$ cat src/rtl/arpm_pkg.sv
// types and constants shared by the audio level meter
package arpm_pkg;
   localparam int SUM_W = 58;
   localparam int MAG_W = 23;
   localparam int LEN_W = 13;
   localparam int DEC_W = 16;
   localparam int LOGV_W = 64;
   localparam int FRAC_BITS = 24;
   localparam logic signed [15:0] DB_NEG_INF = 16'sh8000;
   localparam logic [27:0] C20_Q24 = 28'd101008905;
   localparam logic [27:0] C10_Q24 = 28'd50504453;
   localparam logic [1:0] CSR_BLOCK_LENGTH = 2'd0;
   localparam logic [1:0] CSR_DECAY = 2'd1;
   localparam logic FUNC_SAMPLE = 1'b0;
   localparam logic FUNC_CLEAR = 1'b1;

   typedef struct packed {
      logic        func;
      logic [2:0]  channel;
      logic signed [23:0] sample;
   } req_type;

   typedef struct packed {
      logic [2:0]  out_channel;
      logic signed [15:0] rms_level_db;
      logic signed [15:0] peak_level_db;
   } rsp_type;

   // block-end job handed from accumulator to the dB unit
   typedef struct packed {
      logic [2:0]       channel;
      logic             neg_inf;
      logic [SUM_W-1:0] sum;
      logic [LEN_W+3:0] count;
      logic [MAG_W-1:0] peak;
   } job_type;
endpackage

$ cat src/rtl/arpm_db.sv
// iterative log2 and dB conversion for completed blocks
module arpm_db (
   input  logic clock,
   input  logic reset,
   input  logic job_valid,
   input  arpm_pkg::job_type job,
   output logic job_ready,
   output logic out_valid,
   output arpm_pkg::rsp_type out_item,
   input  logic out_pop
);
   import arpm_pkg::*;
   typedef enum logic [2:0] {S_IDLE, S_NORM, S_SQ, S_MUL, S_OUT} state_type;
   state_type state_ff;
   logic [1:0] which_ff;   // 0 sum, 1 count, 2 peak
   logic [LOGV_W-1:0] v_ff;
   logic [6:0] e_ff;
   logic [4:0] it_ff;
   logic [32:0] m_ff;
   logic [FRAC_BITS-1:0] fr_ff;
   logic signed [31:0] l_sum_ff, l_peak_ff;
   logic signed [63:0] p_ff;
   logic [1:0] mulph_ff;
   job_type j_ff;
   rsp_type r_ff;
   rsp_type o_ff;
   logic ov_ff;

   logic [65:0] sq;
   logic [32:0] msq;
   logic signed [31:0] lcur;
   logic signed [15:0] q;

   function automatic logic signed [15:0] to_q88(input logic signed [63:0] p);
      logic signed [63:0] t, qq;
      t = p + (64'sd1 <<< 39);
      qq = t >>> 40;
      if (qq < -64'sd32768) return DB_NEG_INF;
      if (qq > 64'sd32767) return 16'sd32767;
      return 16'(qq);
   endfunction

   always_comb begin
      sq = 66'(m_ff) * 66'(m_ff);
      msq = sq[63:31];
      lcur = 32'(signed'({25'd0, e_ff})) * 32'sd16777216 + 32'(signed'({1'b0, fr_ff}));
      q = to_q88(p_ff);
   end

   assign job_ready = state_ff == S_IDLE;
   assign out_valid = ov_ff;
   assign out_item = o_ff;

   always_ff @(posedge clock) begin
      if (reset) begin
         state_ff <= S_IDLE;
         ov_ff <= 1'b0;
      end else begin
         if (out_pop && ov_ff) ov_ff <= 1'b0;
         unique case (state_ff)
            S_IDLE: if (job_valid) begin
               j_ff <= job;
               if (job.neg_inf) begin
                  r_ff <= '{job.channel, DB_NEG_INF, DB_NEG_INF};
                  state_ff <= S_OUT;
               end else begin
                  which_ff <= 2'd0;
                  v_ff <= LOGV_W'(job.sum);
                  e_ff <= 7'd63;
                  state_ff <= S_NORM;
               end
            end
            S_NORM: begin
               if (e_ff != 0 && !v_ff[63]) begin
                  v_ff <= v_ff << 1; e_ff <= e_ff - 1'b1;
               end else begin
                  m_ff <= {1'b0, v_ff[63:32]};
                  fr_ff <= '0; it_ff <= '0;
                  state_ff <= S_SQ;
               end
            end
            S_SQ: begin
               if (it_ff == 5'(FRAC_BITS)) begin
                  state_ff <= S_MUL; mulph_ff <= '0;
               end else begin
                  it_ff <= it_ff + 1'b1;
                  if (msq[32]) begin
                     m_ff <= msq >> 1; fr_ff <= {fr_ff[FRAC_BITS-2:0], 1'b1};
                  end else begin
                     m_ff <= msq; fr_ff <= {fr_ff[FRAC_BITS-2:0], 1'b0};
                  end
               end
            end
            S_MUL: begin
               mulph_ff <= mulph_ff + 1'b1;
               if (mulph_ff == 2'd0) begin
                  case (which_ff)
                     2'd0: begin
                        l_sum_ff <= lcur; which_ff <= 2'd1;
                        v_ff <= LOGV_W'(j_ff.count); e_ff <= 7'd63; state_ff <= S_NORM;
                     end
                     2'd1: begin
                        l_sum_ff <= l_sum_ff - lcur - 32'sd771751936;
                        which_ff <= 2'd2; v_ff <= LOGV_W'(j_ff.peak); e_ff <= 7'd63;
                        state_ff <= S_NORM;
                     end
                     default: l_peak_ff <= lcur - 32'sd385875968;
                  endcase
               end else if (mulph_ff == 2'd1) begin
                  p_ff <= 64'(l_peak_ff) * 64'(signed'({1'b0, C20_Q24}));
               end else if (mulph_ff == 2'd2) begin
                  r_ff.out_channel <= j_ff.channel;
                  r_ff.peak_level_db <= (j_ff.peak == '0) ? DB_NEG_INF : q;
                  p_ff <= 64'(l_sum_ff) * 64'(signed'({1'b0, C10_Q24}));
                  if (j_ff.sum == '0) begin
                     r_ff.rms_level_db <= DB_NEG_INF; mulph_ff <= 2'd0;
                     state_ff <= S_OUT;
                  end
                  if (j_ff.peak == '0 && j_ff.sum != '0) r_ff.peak_level_db <= DB_NEG_INF;
               end else begin
                  r_ff.rms_level_db <= q;
                  state_ff <= S_OUT;
               end
            end
            S_OUT: if (!ov_ff || out_pop) begin
               o_ff <= r_ff;
               ov_ff <= 1'b1; state_ff <= S_IDLE;
            end
            default: state_ff <= S_IDLE;
         endcase
      end
   end

`ifndef ASSERT_OFF
   a_hold: assert property (@(posedge clock) disable iff (reset)
      ov_ff && !out_pop |=> $stable(o_ff)) else $error("result changed");
   a_busy: assert property (@(posedge clock) disable iff (reset)
      state_ff != S_IDLE |-> !job_ready) else $error("ready while busy");
   a_it: assert property (@(posedge clock) disable iff (reset)
      state_ff == S_SQ |-> it_ff <= 5'(FRAC_BITS)) else $error("iteration overrun");
`endif
endmodule

$ cat config.mk
export PLATFORM = sky130hd
export DESIGN_NAME = arpm_db
export DESIGN_NICKNAME = d
export VERILOG_FILES = /design/src/rtl/arpm_pkg.sv /design/src/rtl/arpm_db.sv
export SDC_FILE = /design/constraint.sdc
export NUM_CORES = 2
export LEC_CHECK = 0
export ABC_CLOCK_PERIOD_IN_PS = 11800
export CAP_MARGIN = 20
export CORE_MARGIN = 4
export CORE_UTILIZATION = 35
export CTS_CLUSTER_SIZE = 28
export DETAILED_ROUTE_END_ITERATION = 7
export DONT_BUFFER_PORTS = 1
export SYNTH_ARGS = -nofsm -noshare
export SYNTH_HDL_FRONTEND = slang
export SYNTH_SLANG_ARGS = --single-unit
$ cat constraint.sdc
create_clock -name clock -period 11.8 [get_ports clock]
set_clock_uncertainty 0.1 [all_clocks]
set_input_delay 1.18 -clock clock [delete_from_list [all_inputs] [get_ports clock]]
set_output_delay 1.18 -clock clock [all_outputs]
set_load 0.02 [all_outputs]
Yosys cells after proc, flatten, opt, wreduce, memory -nomap -nowiden
Cells that the tools add are included.
- logic and storage cells: 166
- flip-flop bits (word level): 440
- add/subtract/negate cells: 8
- bitwise logic cells: 3
- $mul: 3
- eq/ne operators: 26
- reduce and logical (&&, ||, !) cells: 33
- order comparisons: 2
- muxes and demuxes: 69
- operators with widths (kind ; number):
    2-to-1 mux 64 bit ; 6
    one-hot mux 64 bit (3 select lines) ; 1
    2-to-1 mux 16 bit ; 9
    2-to-1 mux 35 bit ; 4
    one-hot mux 64 bit (2 select lines) ; 1
    one-hot mux 35 bit (2 select lines) ; 1
    2-to-1 mux 33 bit ; 2
    one-hot mux 33 bit (2 select lines) ; 1
    adder 64 x 41 -> 64 bit (second input constant) ; 1
    multiplier 33 x 33 -> 64 bit ; 1
    one-hot mux 32 bit (2 select lines) ; 1
    multiplier 32 x 28 -> 60 bit (second input constant) ; 1
    multiplier 32 x 27 -> 59 bit (second input constant) ; 1
    logical NOT 58 bit ; 1
    nonzero test 58 bit ; 1
    2-to-1 mux 24 bit ; 2
    one-hot mux 24 bit (2 select lines) ; 1
    2-to-1 mux 7 bit ; 5
    AND reduction 7 bit ; 5
    2-to-1 mux 3 bit ; 11
    adder 31 x 24 -> 32 bit ; 1
    2-to-1 mux 32 bit ; 1
    subtractor 32 x 30 -> 32 bit (second input constant) ; 1
    subtractor 32 x 31 -> 32 bit (second input constant) ; 1
    37 further kinds ; 84

Logic depth before layout (Yosys ltp)
- depth after elaboration: 12
- mapped depth: 32

Worst setup path before layout
No wires, ideal clock.
- kind: input-to-reg
- start point: input port reset
- end point: register j_ff[0] (netlist name), enable pin
- data arrival time: 8.768 ns
- stages on the path: 2
- path slack: 2.227 ns
- data required time: 10.995 ns
- buffers on the path: 1
- setup time: 0.705 ns
- path through: clkbuf_1 nor3b_1
- word-level cells in the longest chain between the ends: 2
- RTL lines (item ; RTL line ; RTL):
    start: declaration ; arpm_db.sv:4 ; input logic reset,
    inverter 1 bit (no line) ; - ;
    AND reduction 3 bit (no line) ; - ;
    end signal: assignment ; arpm_db.sv:62 ; j_ff <= job;
    end: declaration ; arpm_db.sv:24 ; job_type j_ff;
No other way between the ends.
A chain may end at the register's enable or synchronous reset.

Worst setup path after layout
- start point: register m_ff[28]
- end point: register m_ff[21], data pin
- word-level cells in the longest chain between the ends: 4
- RTL lines (item ; RTL line ; RTL):
    start: declaration ; arpm_db.sv:19 ; logic [32:0] m_ff;
    start signal: assignment ; arpm_db.sv:77 ; m_ff <= {1'b0, v_ff[63:32]};
    start signal: assignment ; arpm_db.sv:88 ; m_ff <= msq >> 1; fr_ff <= {fr_ff[FRAC_BITS-2:0], 1'b1};
    start signal: assignment ; arpm_db.sv:90 ; m_ff <= msq; fr_ff <= {fr_ff[FRAC_BITS-2:0], 1'b0};
    multiplier 33 x 33 -> 64 bit ; arpm_db.sv:44 ; sq = 66'(m_ff) * 66'(m_ff);
    2-to-1 mux 32 bit ; arpm_db.sv:87 ; if (msq[32]) begin
    2-to-1 mux 33 bit ; arpm_db.sv:83 ; if (it_ff == 5'(FRAC_BITS)) begin
    one-hot mux 33 bit (2 select lines) ; arpm_db.sv:60 ; unique case (state_ff)
No other way between the ends. The select of a mux whose other input is x is not followed.

==> run metrics <==
status=completed; WL per Instance=18.9 µm; num ports=143; clock transition at the registers of the reported paths=0.08 ns; grt ovf=0; vias in the first global route=50196; GRT Total Usage=0.179; highest metal used=met5; crit path capture type=flop; Multi-input gate area=49700 µm²; mapped cell area=69800 µm²; largest net degree at the start of global routing=89; htree depth=2; core area=198000 µm²; clk root buf=clkbuf_16; Post-CTS Setup Repair Bufs=0; DIE AREA=207000 µm²; Hold Worst Slack=0.312 ns; RSZ-0062 raised after global routing=no; Crit Path Max Fanout=28; met2 WL=89.8 mm; worst min path class=flop to flop; final cell count without fillers=9691; Post-CTS Hold Buffers=0; Final HPWL DP=154 mm; DRT met1 WL=78.0 mm; YS warnings=0; Final nets=9328; met3 wire len=7.82 mm; Final Hold Vio Count=0; total wire length=183 mm; layout cells sized above 1=0.0278; drt via density=4.78; max-cap check violation count=0; EDFF count, synth=392; WP buf/inv=6; Fmax=0.101 GHz; Post-Syn Instances=7052; ratio of final minimum period to clock period=0.843; TNS Setup=0 ns; mean post-synth cell area=9.90 µm²; Routed Antenna Nets=0; drt pass-1 iters=6; CTS tree=yes; count of different cell masters after synthesis=78; Post-synth top flop=edfxtp_1; number of buffers created by CTS=44; first-pass GRT wire length=287 mm; crit path launch type=flop; max_slew headroom=0.232; routed via count=46347; I/O Buffers=0; Crit path top cell by count=fa_1; final weighted congestion in routability-driven placement=0.939; post-synthesis register bit count=396; Area growth syn-to-layout=6.87%; Clk Latency, worst-skew pair=0.62 ns; highest cell delay on the worst timing path=1.11 ns; clk buf depth=3; initial DRC count=2614; Post-Route Utilization=0.377; Clock Sinks=396; DRC=0; die span in x=455 µm; cell family with most CP delay=adder cells; Worst EP required=12.00 ns; asr flop ratio synth=0; final-report setup violation count=0; post-synth net total=9387; Reg area=11900 µm²; minimum clock period=9.95 ns; sequential-to-total area share from yosys stat=0.170; Slew Limit Fails=0; post-CTS sizing=0; Starting Density=0.353; standard-cell rows=163; CP Data Arrival Time=10.15 ns; Worst-Margin Slew=1.15 ns; Die Y=455 µm; Filler cells=19689; Crit Path Class=flop to flop; initial antenna violation count=22; Placed Instances=9586; slowest stage cell, crit path=edfxtp_1
logic make-up after synthesis:
group / Yosys count / share of synthesized area
adder cells (fa/ha/maj): 2229 / 0.531
buffers and inverters: 2219 / 0.120
AND/OR/NAND/NOR: 1255 / 0.0842
AO/OA/AOI/OAI: 698 / 0.0625
flip-flops: 396 / 0.170
XOR/XNOR: 205 / 0.0258
multiplexers: 50 / 0.00719
final timing paths:
path / startpoint / endpoint / slack (ns) / cells after the start
setup / recovery: m_ff[28]$_DFFE_PP_ / m_ff[21]$_DFFE_PP_ / 1.85 / 26
hold reg to reg: r_ff[34]$_DFFE_PP_ / out_item[34]$_DFFE_PP_ / 0.31 / 0
hold / removal: r_ff[34]$_DFFE_PP_ / out_item[34]$_DFFE_PP_ / 0.31 / 0
setup reg to reg: m_ff[28]$_DFFE_PP_ / m_ff[21]$_DFFE_PP_ / 1.85 / 26
layer usage:
layer  GRT usage  vias up
met3      0.0164      255
met2       0.307      981
met4      0.0671        2
li1            -    21639
met5           0        -
met1       0.236    23470
final cells by class:
cell class | count | share of cell area
inverters | 2047 | 0.103
flip-flops and latches | 396 | 0.159
clock inverters | 33 | 0.00485
clock buffers | 46 | 0.0149
diodes | 25 | 0.000838
multi-input cells | 4437 | 0.666
repair buffers | 67 | 0.00701
well taps | 2640 | 0.0443
state kept, by name, summed over array words and instances, names as in the netlist:
signal,count
j_ff,101
v_ff,64
out_item,35
r_ff,35
l_peak_ff,32
l_sum_ff,32
m_ff,32
fr_ff,24
p_ff,21
e_ff,7
it_ff,5
state_ff,3
mulph_ff,2
which_ff,2
out_valid,1
per-stage QoR:
step,setup slack (ns),cell area [µm²]
3_5_place_dp,1.91,73100
6_report,1.85,74600
4_1_cts,1.85,74500
2_1_floorplan,2.23,69800
5_1_grt,1.36,74600
3_3_place_gp,2.02,73100
placed cells by master (no fill, tap or decap), types with 15 or more instances in the layout:
master / count
o21a_1: 24
xnor2_1: 121
edfxtp_1: 392
buf_4: 66
a21oi_1: 193
nor3_1: 35
inv_1: 2043
o21bai_1: 25
nor2b_1: 23
a21o_1: 67
nand2b_1: 34
and3_1: 17
o21ai_0: 163
xor2_1: 83
nand4_1: 34
o211ai_1: 15
o21ai_1: 34
a211oi_1: 19
diode_2: 25
and2_1: 221
mux2i_1: 49
nor2_1: 237
fa_1: 1221
nor4_1: 20
a22oi_1: 19
ha_1: 1008
a31oi_1: 36
nand3_1: 46
clkbuf_16: 44
a31o_2: 20
nand2_1: 527
cells in the mapped netlist, drive strengths merged (5+ instances only):
library cell	count	share of area
a2111oi	5	0.00073
a211o	5	0.00063
a211oi	19	0.0020
a21o	67	0.0072
a21oi	194	0.014
a221oi	13	0.0016
a22oi	19	0.0020
a31o	20	0.0025
a31oi	38	0.0036
and2	221	0.020
and3	17	0.0015
and4	5	0.00063
buf	10	0.0010
clkbuf	162	0.0087
edfxtp	392	0.17
fa	1221	0.35
ha	1008	0.18
inv	2043	0.11
mux2i	49	0.0070
nand2	528	0.028
nand2b	36	0.0032
nand3	46	0.0033
nand3b	6	0.00065
nand4	34	0.0030
nor2	240	0.013
nor2b	23	0.0021
nor3	39	0.0029
nor3b	6	0.00065
nor4	23	0.0021
o211ai	15	0.0016
o21a	24	0.0026
o21ai	198	0.014
o21bai	25	0.0027
o22ai	6	0.00054
o31ai	11	0.0014
or2	9	0.00081
or3	11	0.00099
xnor2	121	0.015
xor2	84	0.011
Power is not shown: default switching activity piles up to over one toggle a cycle in this logic, so the estimate is an artifact.
