===== config.mk =====
export PLATFORM = sky130hd
export DESIGN_NAME = arpm_front
export DESIGN_NICKNAME = d
export VERILOG_FILES = /design/src/rtl/arpm_pkg.sv /design/src/rtl/arpm_front.sv
export SDC_FILE = /design/constraint.sdc
export NUM_CORES = 2
export LEC_CHECK = 0
export ABC_AREA = 0
export BUFFER_PORTS_ARGS = -buffer_cell sky130_fd_sc_hd__buf_2
export CAP_MARGIN = 30
export CORE_AREA = 3 3 413 415
export CTS_BUF_LIST = sky130_fd_sc_hd__clkbuf_4 sky130_fd_sc_hd__clkbuf_8
export DETAILED_ROUTE_END_ITERATION = 10
export DIE_AREA = 0 0 416 418
export PLACE_DENSITY = 0.59
export REMOVE_ABC_BUFFERS = 1
export SKIP_CTS_REPAIR_TIMING = 1
export SLEW_MARGIN = 20
export SYNTH_ARGS = -nofsm -noshare
export SYNTH_HDL_FRONTEND = slang
export SYNTH_SLANG_ARGS = --single-unit

===== constraint.sdc =====
create_clock -name clock -period 14.62 [get_ports clock]
set_clock_uncertainty 0.05 [all_clocks]
set_input_delay 2.924 -clock clock [delete_from_list [all_inputs] [get_ports clock]]
set_output_delay 2.924 -clock clock [all_outputs]
set_load 0.02 [all_outputs]

===== src/rtl/arpm_pkg.sv =====
// types and constants shared by the audio level meter
package arpm_pkg;
   localparam int SUM_W = 58;
   localparam int MAG_W = 23;
   localparam int LEN_W = 13;
   localparam int DEC_W = 16;
   localparam int LOGV_W = 64;
   localparam int FRAC_BITS = 24;
   localparam logic signed [15:0] DB_NEG_INF = 16'sh8000;
   localparam logic [27:0] C20_Q24 = 28'd101008905;
   localparam logic [27:0] C10_Q24 = 28'd50504453;
   localparam logic [1:0] CSR_BLOCK_LENGTH = 2'd0;
   localparam logic [1:0] CSR_DECAY = 2'd1;
   localparam logic FUNC_SAMPLE = 1'b0;
   localparam logic FUNC_CLEAR = 1'b1;

   typedef struct packed {
      logic        func;
      logic [2:0]  channel;
      logic signed [23:0] sample;
   } req_type;

   typedef struct packed {
      logic [2:0]  out_channel;
      logic signed [15:0] rms_level_db;
      logic signed [15:0] peak_level_db;
   } rsp_type;

   // block-end job handed from accumulator to the dB unit
   typedef struct packed {
      logic [2:0]       channel;
      logic             neg_inf;
      logic [SUM_W-1:0] sum;
      logic [LEN_W+3:0] count;
      logic [MAG_W-1:0] peak;
   } job_type;
endpackage


===== src/rtl/arpm_front.sv =====
// per-channel accumulation, peak decay and block-end detection
module arpm_front #(
   parameter int CHANNELS = 8,
   parameter int MAX_BLOCK = 4096
) (
   input  logic clock,
   input  logic reset,
   input  logic in_valid,
   input  arpm_pkg::req_type in_item,
   input  logic [arpm_pkg::LEN_W-1:0] block_length,
   input  logic [arpm_pkg::DEC_W-1:0] decay,
   input  logic job_ready,
   output logic job_valid,
   output arpm_pkg::job_type job
);
   import arpm_pkg::*;
   localparam int CW = 17;
   localparam int IW = (CHANNELS > 1) ? $clog2(CHANNELS) : 1;
   localparam logic [CW-1:0] MAXB = CW'(MAX_BLOCK);

   logic [SUM_W-1:0] sum_ff [CHANNELS];
   logic [CW-1:0]    cnt_ff [CHANNELS];
   logic [MAG_W-1:0] bpk_ff [CHANNELS];
   logic [MAG_W-1:0] hpk_ff [CHANNELS];
   logic             jv_ff;
   job_type          job_ff;

   logic [23:0] s, neg;
   logic [MAG_W-1:0] mag, held_dec, newpk, bpk_new;
   logic [CW-1:0] len, cnt_new;
   logic [SUM_W-1:0] sum_new;
   logic [MAG_W+DEC_W-1:0] hprod;
   logic [6:0] ch;
   logic [IW-1:0] idx;
   logic ch_ok;

   always_comb begin
      ch = 7'(in_item.channel);
      ch_ok = ch < 7'(CHANNELS);
      idx = IW'(in_item.channel);
      s = in_item.sample;
      neg = 24'(25'h1000000 - {1'b0, s});
      if (s[23]) mag = (neg > 24'h7fffff) ? 23'h7fffff : neg[22:0];
      else mag = s[22:0];
      hprod = hpk_ff[idx] * decay;
      held_dec = hprod[MAG_W+DEC_W-1:DEC_W];
      len = (CW'(block_length) > MAXB) ? MAXB : CW'(block_length);
      sum_new = sum_ff[idx] + SUM_W'(mag * mag);
      cnt_new = cnt_ff[idx] + 1'b1;
      bpk_new = (mag > bpk_ff[idx]) ? mag : bpk_ff[idx];
      newpk = (bpk_new > held_dec) ? bpk_new : held_dec;
   end

   assign job_valid = jv_ff;
   assign job = job_ff;

   always_ff @(posedge clock) begin
      if (reset) begin
         jv_ff <= 1'b0;
         for (int i = 0; i < CHANNELS; i++) begin
            sum_ff[i] <= '0; cnt_ff[i] <= '0; bpk_ff[i] <= '0; hpk_ff[i] <= '0;
         end
      end else begin
         if (job_ready) jv_ff <= 1'b0;
         if (in_valid) begin
            if (in_item.func == FUNC_CLEAR) begin
               for (int i = 0; i < CHANNELS; i++) hpk_ff[i] <= '0;
            end else if (ch_ok) begin
               job_ff.channel <= in_item.channel;
               if (len == '0) begin
                  sum_ff[idx] <= '0;
                  cnt_ff[idx] <= '0;
                  bpk_ff[idx] <= '0;
                  hpk_ff[idx] <= held_dec;
                  job_ff.neg_inf <= 1'b1;
                  jv_ff <= 1'b1;
               end else if (cnt_new >= len) begin
                  sum_ff[idx] <= '0;
                  cnt_ff[idx] <= '0;
                  bpk_ff[idx] <= '0;
                  hpk_ff[idx] <= newpk;
                  job_ff.neg_inf <= 1'b0;
                  job_ff.sum <= sum_new;
                  job_ff.count <= cnt_new;
                  job_ff.peak <= newpk;
                  jv_ff <= 1'b1;
               end else begin
                  sum_ff[idx] <= sum_new;
                  cnt_ff[idx] <= cnt_new;
                  bpk_ff[idx] <= bpk_new;
                  hpk_ff[idx] <= held_dec;
               end
            end
         end
      end
   end

`ifndef ASSERT_OFF
   a_no_overrun: assert property (@(posedge clock) disable iff (reset)
      jv_ff && !job_ready |=> jv_ff) else $error("job lost");
   a_cnt_bound: assert property (@(posedge clock) disable iff (reset)
      cnt_ff[0] <= MAXB) else $error("count past block");
   a_clear: assert property (@(posedge clock) disable iff (reset)
      in_valid && in_item.func == FUNC_CLEAR |=> hpk_ff[0] == '0)
      else $error("clear missed");
`endif
endmodule


---- Word level (Yosys, flattened, before mapping) ----
Memory sizes are Yosys's and may differ from the RTL's.
Cells that the tools add are included.
cells by class
  add/sub/neg operators ................... 3
  multipliers ............................. 2
  order comparisons ....................... 5
  multiplexer cells ....................... 62
  bitwise operators ....................... 19
  reductions and logical operators ........ 9
operators by type and width
  operator                                               count
  2-to-1 mux 23 bit                                      18
  2-to-1 mux 58 bit                                      3
  2-to-1 mux 99 bit                                      1
  adder 58 x 46 -> 58 bit                                1
  OR reduction 58 bit                                    1
  2-to-1 mux 17 bit                                      3
  > comparator 23 bit                                    2
  multiplier 23 x 23 -> 46 bit                           1
  OR reduction 23 bit                                    2
  multiplier 23 x 16 -> 39 bit                           1
  2-to-1 mux 1 bit                                       32
  > comparator 24 x 23 -> 1 bit (second input constant)  1
  subtractor 1 x 24 -> 24 bit (first input constant)     1
  adder 17 x 1 -> 17 bit (second input constant)         1
  >= comparator 17 x 13 -> 1 bit                         1
  zero test 17 bit                                       1
  OR reduction 17 bit                                    1
  OR 1 bit                                               16
  > comparator 13 bit (second input constant)            1
  2-to-1 mux 13 bit                                      1
  2-to-1 mux 3 bit                                       4
  AND reduction 5 bit                                    1
  AND reduction 4 bit                                    1
  inverter 1 bit                                         3
  2 further kinds                                        2
word-level totals
  register bits ........................... 103
  RAM bits ................................ 968
  input port bits ......................... 61
  logic and storage cells ................. 110
  memories kept ........................... 4
memory list
  name    depth  width  read ports  clocked after Yosys merged registers in  write ports  line              text
  sum_ff  8      58     1           0                                        8            arpm_front.sv:21  logic [SUM_W-1:0] sum_ff [CHANNELS];
  bpk_ff  8      23     1           0                                        8            arpm_front.sv:23  logic [MAG_W-1:0] bpk_ff [CHANNELS];
  hpk_ff  8      23     1           0                                        8            arpm_front.sv:24  logic [MAG_W-1:0] hpk_ff [CHANNELS];
  cnt_ff  8      17     1           0                                        8            arpm_front.sv:22  logic [CW-1:0] cnt_ff [CHANNELS];

---- Logic depth before layout (Yosys ltp) ----
  word-level depth ........................ 13
  gate-level depth with buffers ........... 47

---- Worst setup path before layout ----
No wires, ideal clock.
  kind .................................... input-to-reg
  from .................................... input port in_item[25] (netlist bit)
  to ...................................... register job_ff (netlist bit job[0]) (enable)
  library setup time ...................... 675 ps
  arrival time ............................ 12610 ps
  slack ................................... 1285 ps
  stages on the path ...................... 19
  cells stage by stage .................... buf_4 > and2_1 > clkbuf_1 > and3_1 > a2111oi_0 > inv_1 > ha_1 > o211a_1 > nand2_1 > nand4bb_1 > nor2_1 > xnor2_1 > ha_1 > a21o_1 > a211oi_1 > o2111ai_1 > o211ai_1 > and3_1 > nor3_1
on the way
  longest elaborated chain between the ends .. 4
ends and longest elaborated chain
  element                         line              text
  from (decl)                     arpm_front.sv:9   input arpm_pkg::req_type in_item,
  memory read (8 x 17 bit)        -
  adder 17 x 1 -> 17 bit          arpm_front.sv:49  cnt_new = cnt_ff[idx] + 1'b1;
  via cnt_new[10]                 arpm_front.sv:30  logic [CW-1:0] len, cnt_new;
  >= comparator 17 x 13 -> 1 bit  arpm_front.sv:77  end else if (cnt_new >= len) begin
  AND reduction 5 bit (no line)   -
  to (decl)                       arpm_front.sv:26  job_type job_ff;
The timed path passes the listed nets, and every way through them passes these cells.
A chain may end at the register's enable or synchronous reset.

---- Worst setup path in the final report ----
  from .................................... input port in_item[2] (netlist bit)
  to ...................................... register job_ff (netlist bit job[89]) (data pin)
on the way
  longest elaborated chain between the ends .. 6
ends and longest elaborated chain
  element                         line              text
  subtractor 1 x 24 -> 24 bit     arpm_front.sv:42  neg = 24'(25'h1000000 - {1'b0, s});
  > comparator 24 x 23 -> 1 bit   arpm_front.sv:43  if (s[23]) mag = (neg > 24'h7fffff) ? 23'h7fffff : neg[22:0];
  2-to-1 mux 23 bit               arpm_front.sv:43
  2-to-1 mux 23 bit *             arpm_front.sv:43
  multiplier 23 x 23 -> 46 bit *  arpm_front.sv:48  sum_new = sum_ff[idx] + SUM_W'(mag * mag);
  adder 58 x 46 -> 58 bit *       arpm_front.sv:48
  via sum_new[49]                 arpm_front.sv:31  logic [SUM_W-1:0] sum_new;
The timed path passes the listed nets; every way through them passes the cells marked *.

==> reports/metrics.cfg <==
[route]
drt_wl_total_um = 245000
vias = 54800
first_pass_iters = 6
viasPerCell = 5.84
ant_nets = 0
drc_errors = 0
wl_per_cell_um = 26.1
drtIter0Drc = 5995

[placement]
place.port_buffers = 163
dp_hpwl_um = 165000
place_area_sq_um = 79200
gp_congestion = 0.932

[synthesis]
syn_avg_cell_area_sq_um = 10.9
synthXorXnorAreaFrac_pct = 1.07
yosysUniqueCellTypes = 100
synth-seq-area-share_pct = 42.8
async_flop_share_pct = 0
synth-main-ff-cell = edfxtp_1
synth-edff-count = 1070
syn-cell-area_sq_um = 75100
syn_inst = 6861
muxShareOfSynthArea_pct = 2.73
synth-simple-area-share_pct = 12.2
synth_top_family_by_area = adder cells
synth-adder-area-share_pct = 24.9
synth-compound-area-share_pct = 9.37
yosys_warnings = 0
synth_seq_cells = 1071

[sta]
grt_setup_unrepaired = false
fin_crit_sh_pct = 90.0
min_period_ns = 13.16
finalHoldViolations = 0
tightest_slew_ns = 1.10
maxSlewViolCount = 0
fmax_mhz = 76.0
slew_headroom_pct = 26.3
setup_viol = 0

[cts]
htree_levels = 4
clock_latency_ns = 0.87
cts.clk_slew.worst_paths_ns = 0.07
cts_buffer_depth = 3
cts-root-buf = clkbuf_8
cts_tree = done
cts-buffers-inserted = 166
clock_sinks = 1071

[worst_setup_path]
required_ns = 15.13
critPathMostFrequentCell = fa_1
cp_slowest_cell = xor2_1
cp-end-kind = flip-flop
cp.arrival_ns = 13.67
path_max_fanout = 11
crit_path_start_kind = primary input
slowest_delay_ns = 0.61
path_class = primary input to flip-flop
r2r_cells = 35

[global_routing]
gr-total-overflow = 0
grt_pass1_vias = 56300
grt_pass1_wl_um = 367000
grt.total_usage_pct = 28.3
grt_antenna_before_repair = 4
grt_max_degree = 79

[die]
die_y_um = 418
die_w_um = 416
initial_core_util_pct = 44.9
rows = 150
core_area_sq_um = 167000
ios = 164
dieArea_sq_um = 174000

[layout]
design_area_sq_um = 82600
drive_gt1_share_pct = 11.4
fillers = 15300
multi_input_area_sq_um = 38200
fin_nets = 8183
area_growth_pct = 10.0
fin_util_pct = 49.4
seqCellArea_sq_um = 32200

[run]
maxCapViolCount = 0

[min_path]
holdPathStages = 2
hp-class = flip-flop to flip-flop

[status]
status = finished clean

-- cell type report --
class	instances	share of cell area, %
Antenna cell	4	0.0121
Clock buffer	212	3.22
Multi-Input combinational cell	4497	46.2
Clock inverter	80	0.774
Sequential cell	1071	38.9
Tap cell	2204	3.34
Timing Repair Buffer	373	3.15
Inverter	951	4.33
-- path summary, 6_finish.rpt --
kind | to | from | slack (ns)
min reg2reg | job_valid$_SDFF_PP0_ | job_valid$_SDFF_PP0_ | 0.58
max reg2reg | hpk_ff[2][9]$_SDFFCE_PN0P_ | hpk_ff[1][6]$_SDFFCE_PN0P_ | 4.59
max | job[89]$_DFFE_PP_ | in_item[2] | 1.46
min | job_valid$_SDFF_PP0_ | job_valid$_SDFF_PP0_ | 0.58
-- Yosys cell counts (all sizes together) (10+ instances only) --
cell type | number | area [sq um]
a21boi | 14 | 105
a21o | 87 | 653
o21a | 19 | 143
or2 | 16 | 100
clkbuf | 275 | 1030
a22oi | 153 | 1150
buf | 98 | 522
and2 | 118 | 738
o21ai | 130 | 666
o21bai | 20 | 150
o22a | 13 | 114
nand3 | 94 | 505
nor3 | 76 | 390
o221ai | 19 | 166
nor2 | 952 | 3570
a22o | 20 | 175
nand2 | 621 | 2430
or4 | 10 | 82.6
nor4 | 15 | 100
o211ai | 13 | 97.6
xor2 | 32 | 280
edfxtp | 1070 | 32100
and4 | 12 | 105
mux4 | 29 | 653
ha | 339 | 4240
o22ai | 93 | 594
a221oi | 52 | 455
xnor2 | 59 | 524
a21oi | 309 | 1550
nand2b | 28 | 175
a211oi | 32 | 245
or3 | 19 | 119
mux2i | 95 | 955
o2111ai | 23 | 219
mux2 | 39 | 439
nor2b | 30 | 188
nand4 | 55 | 344
and3 | 24 | 150
fa | 723 | 14500
inv | 943 | 3540
-- stage by stage --
step | std cells | TNS, ns | hold slack, ns | setup WS, ns
finish | 9392 | 0 | 0.583 | 1.46
global route | 9390 | 0 | 0.612 | 0.968
detailed placement | 9088 | 0 | 0.545 | 0.760
floorplan | 6519 | -61.97 | 0.608 | -0.370
global placement | 9077 | 0 | 0.542 | 0.519
CTS | 9380 | 0 | 0.581 | 1.64
-- registers in the layout, indices dropped and copies added (netlist names) --
name	cells
job	102
cnt_ff	136
hpk_ff	184
sum_ff	464
bpk_ff	184
job_valid	1
-- critical path: cells and delay by family --
kind	cells	cell delay [ns]
adders and majority gates	8	3.95
AOI/OAI and AO/OA	7	2.07
xor gates and xnor gates	1	0.61
buffers and inverters	9	1.20
and+or+nand+nor	7	2.86
-- routing by layer --
layer / track usage [%] / vias to the layer above / part of all wire (%)
met2: 45.3 / 2762 / 46
met1: 38.7 / 27900 / 41
li1: - / 23700 / -
met5: 0 / - / 0.0053
met3: 4.39 / 520 / 8.9
met4: 11.2 / 2 / 4.3
-- logic make-up after synthesis --
kind of cell | count (synthesis)
mux | 163
flops | 1071
other cells | 1
buf+inv | 1324
xor+xnor | 91
simple gates | 2090
compound gates | 1059
fa+ha+maj | 1062
-- layout by cell type, fill, tap and decap left out, types with 23 or more instances in the layout --
| master | netlist | layout |
|---|---|---|
| and3_1 | 24 | 23 |
| xnor2_1 | 58 | 58 |
| ha_1 | 339 | 339 |
| xor2_1 | 32 | 32 |
| nor2b_1 | 30 | 30 |
| conb_1 | 1 | 32 |
| nand3_1 | 90 | 84 |
| clkbuf_8 | 0 | 171 |
| mux4_2 | 29 | 29 |
| o21ai_1 | 26 | 28 |
| a221oi_1 | 52 | 52 |
| nand2_1 | 581 | 565 |
| nand4_1 | 55 | 55 |
| nand2_2 | 40 | 48 |
| nor3_1 | 74 | 72 |
| a21o_1 | 87 | 87 |
| mux2i_1 | 94 | 92 |
| fa_1 | 723 | 723 |
| a211oi_1 | 31 | 31 |
| a21oi_1 | 309 | 308 |
| edfxtp_1 | 1070 | 1070 |
| clkbuf_4 | 0 | 44 |
| o22ai_1 | 91 | 91 |
| buf_2 | 51 | 160 |
| buf_4 | 12 | 195 |
| nor2_1 | 952 | 949 |
| clkinv_1 | 7 | 48 |
| mux2_2 | 36 | 36 |
| a22oi_1 | 153 | 153 |
| o21ai_0 | 100 | 96 |
| and2_1 | 116 | 114 |
| inv_1 | 938 | 937 |
Power is not shown: default switching activity piles up to over one toggle a cycle in this logic, so the estimate is an artifact.
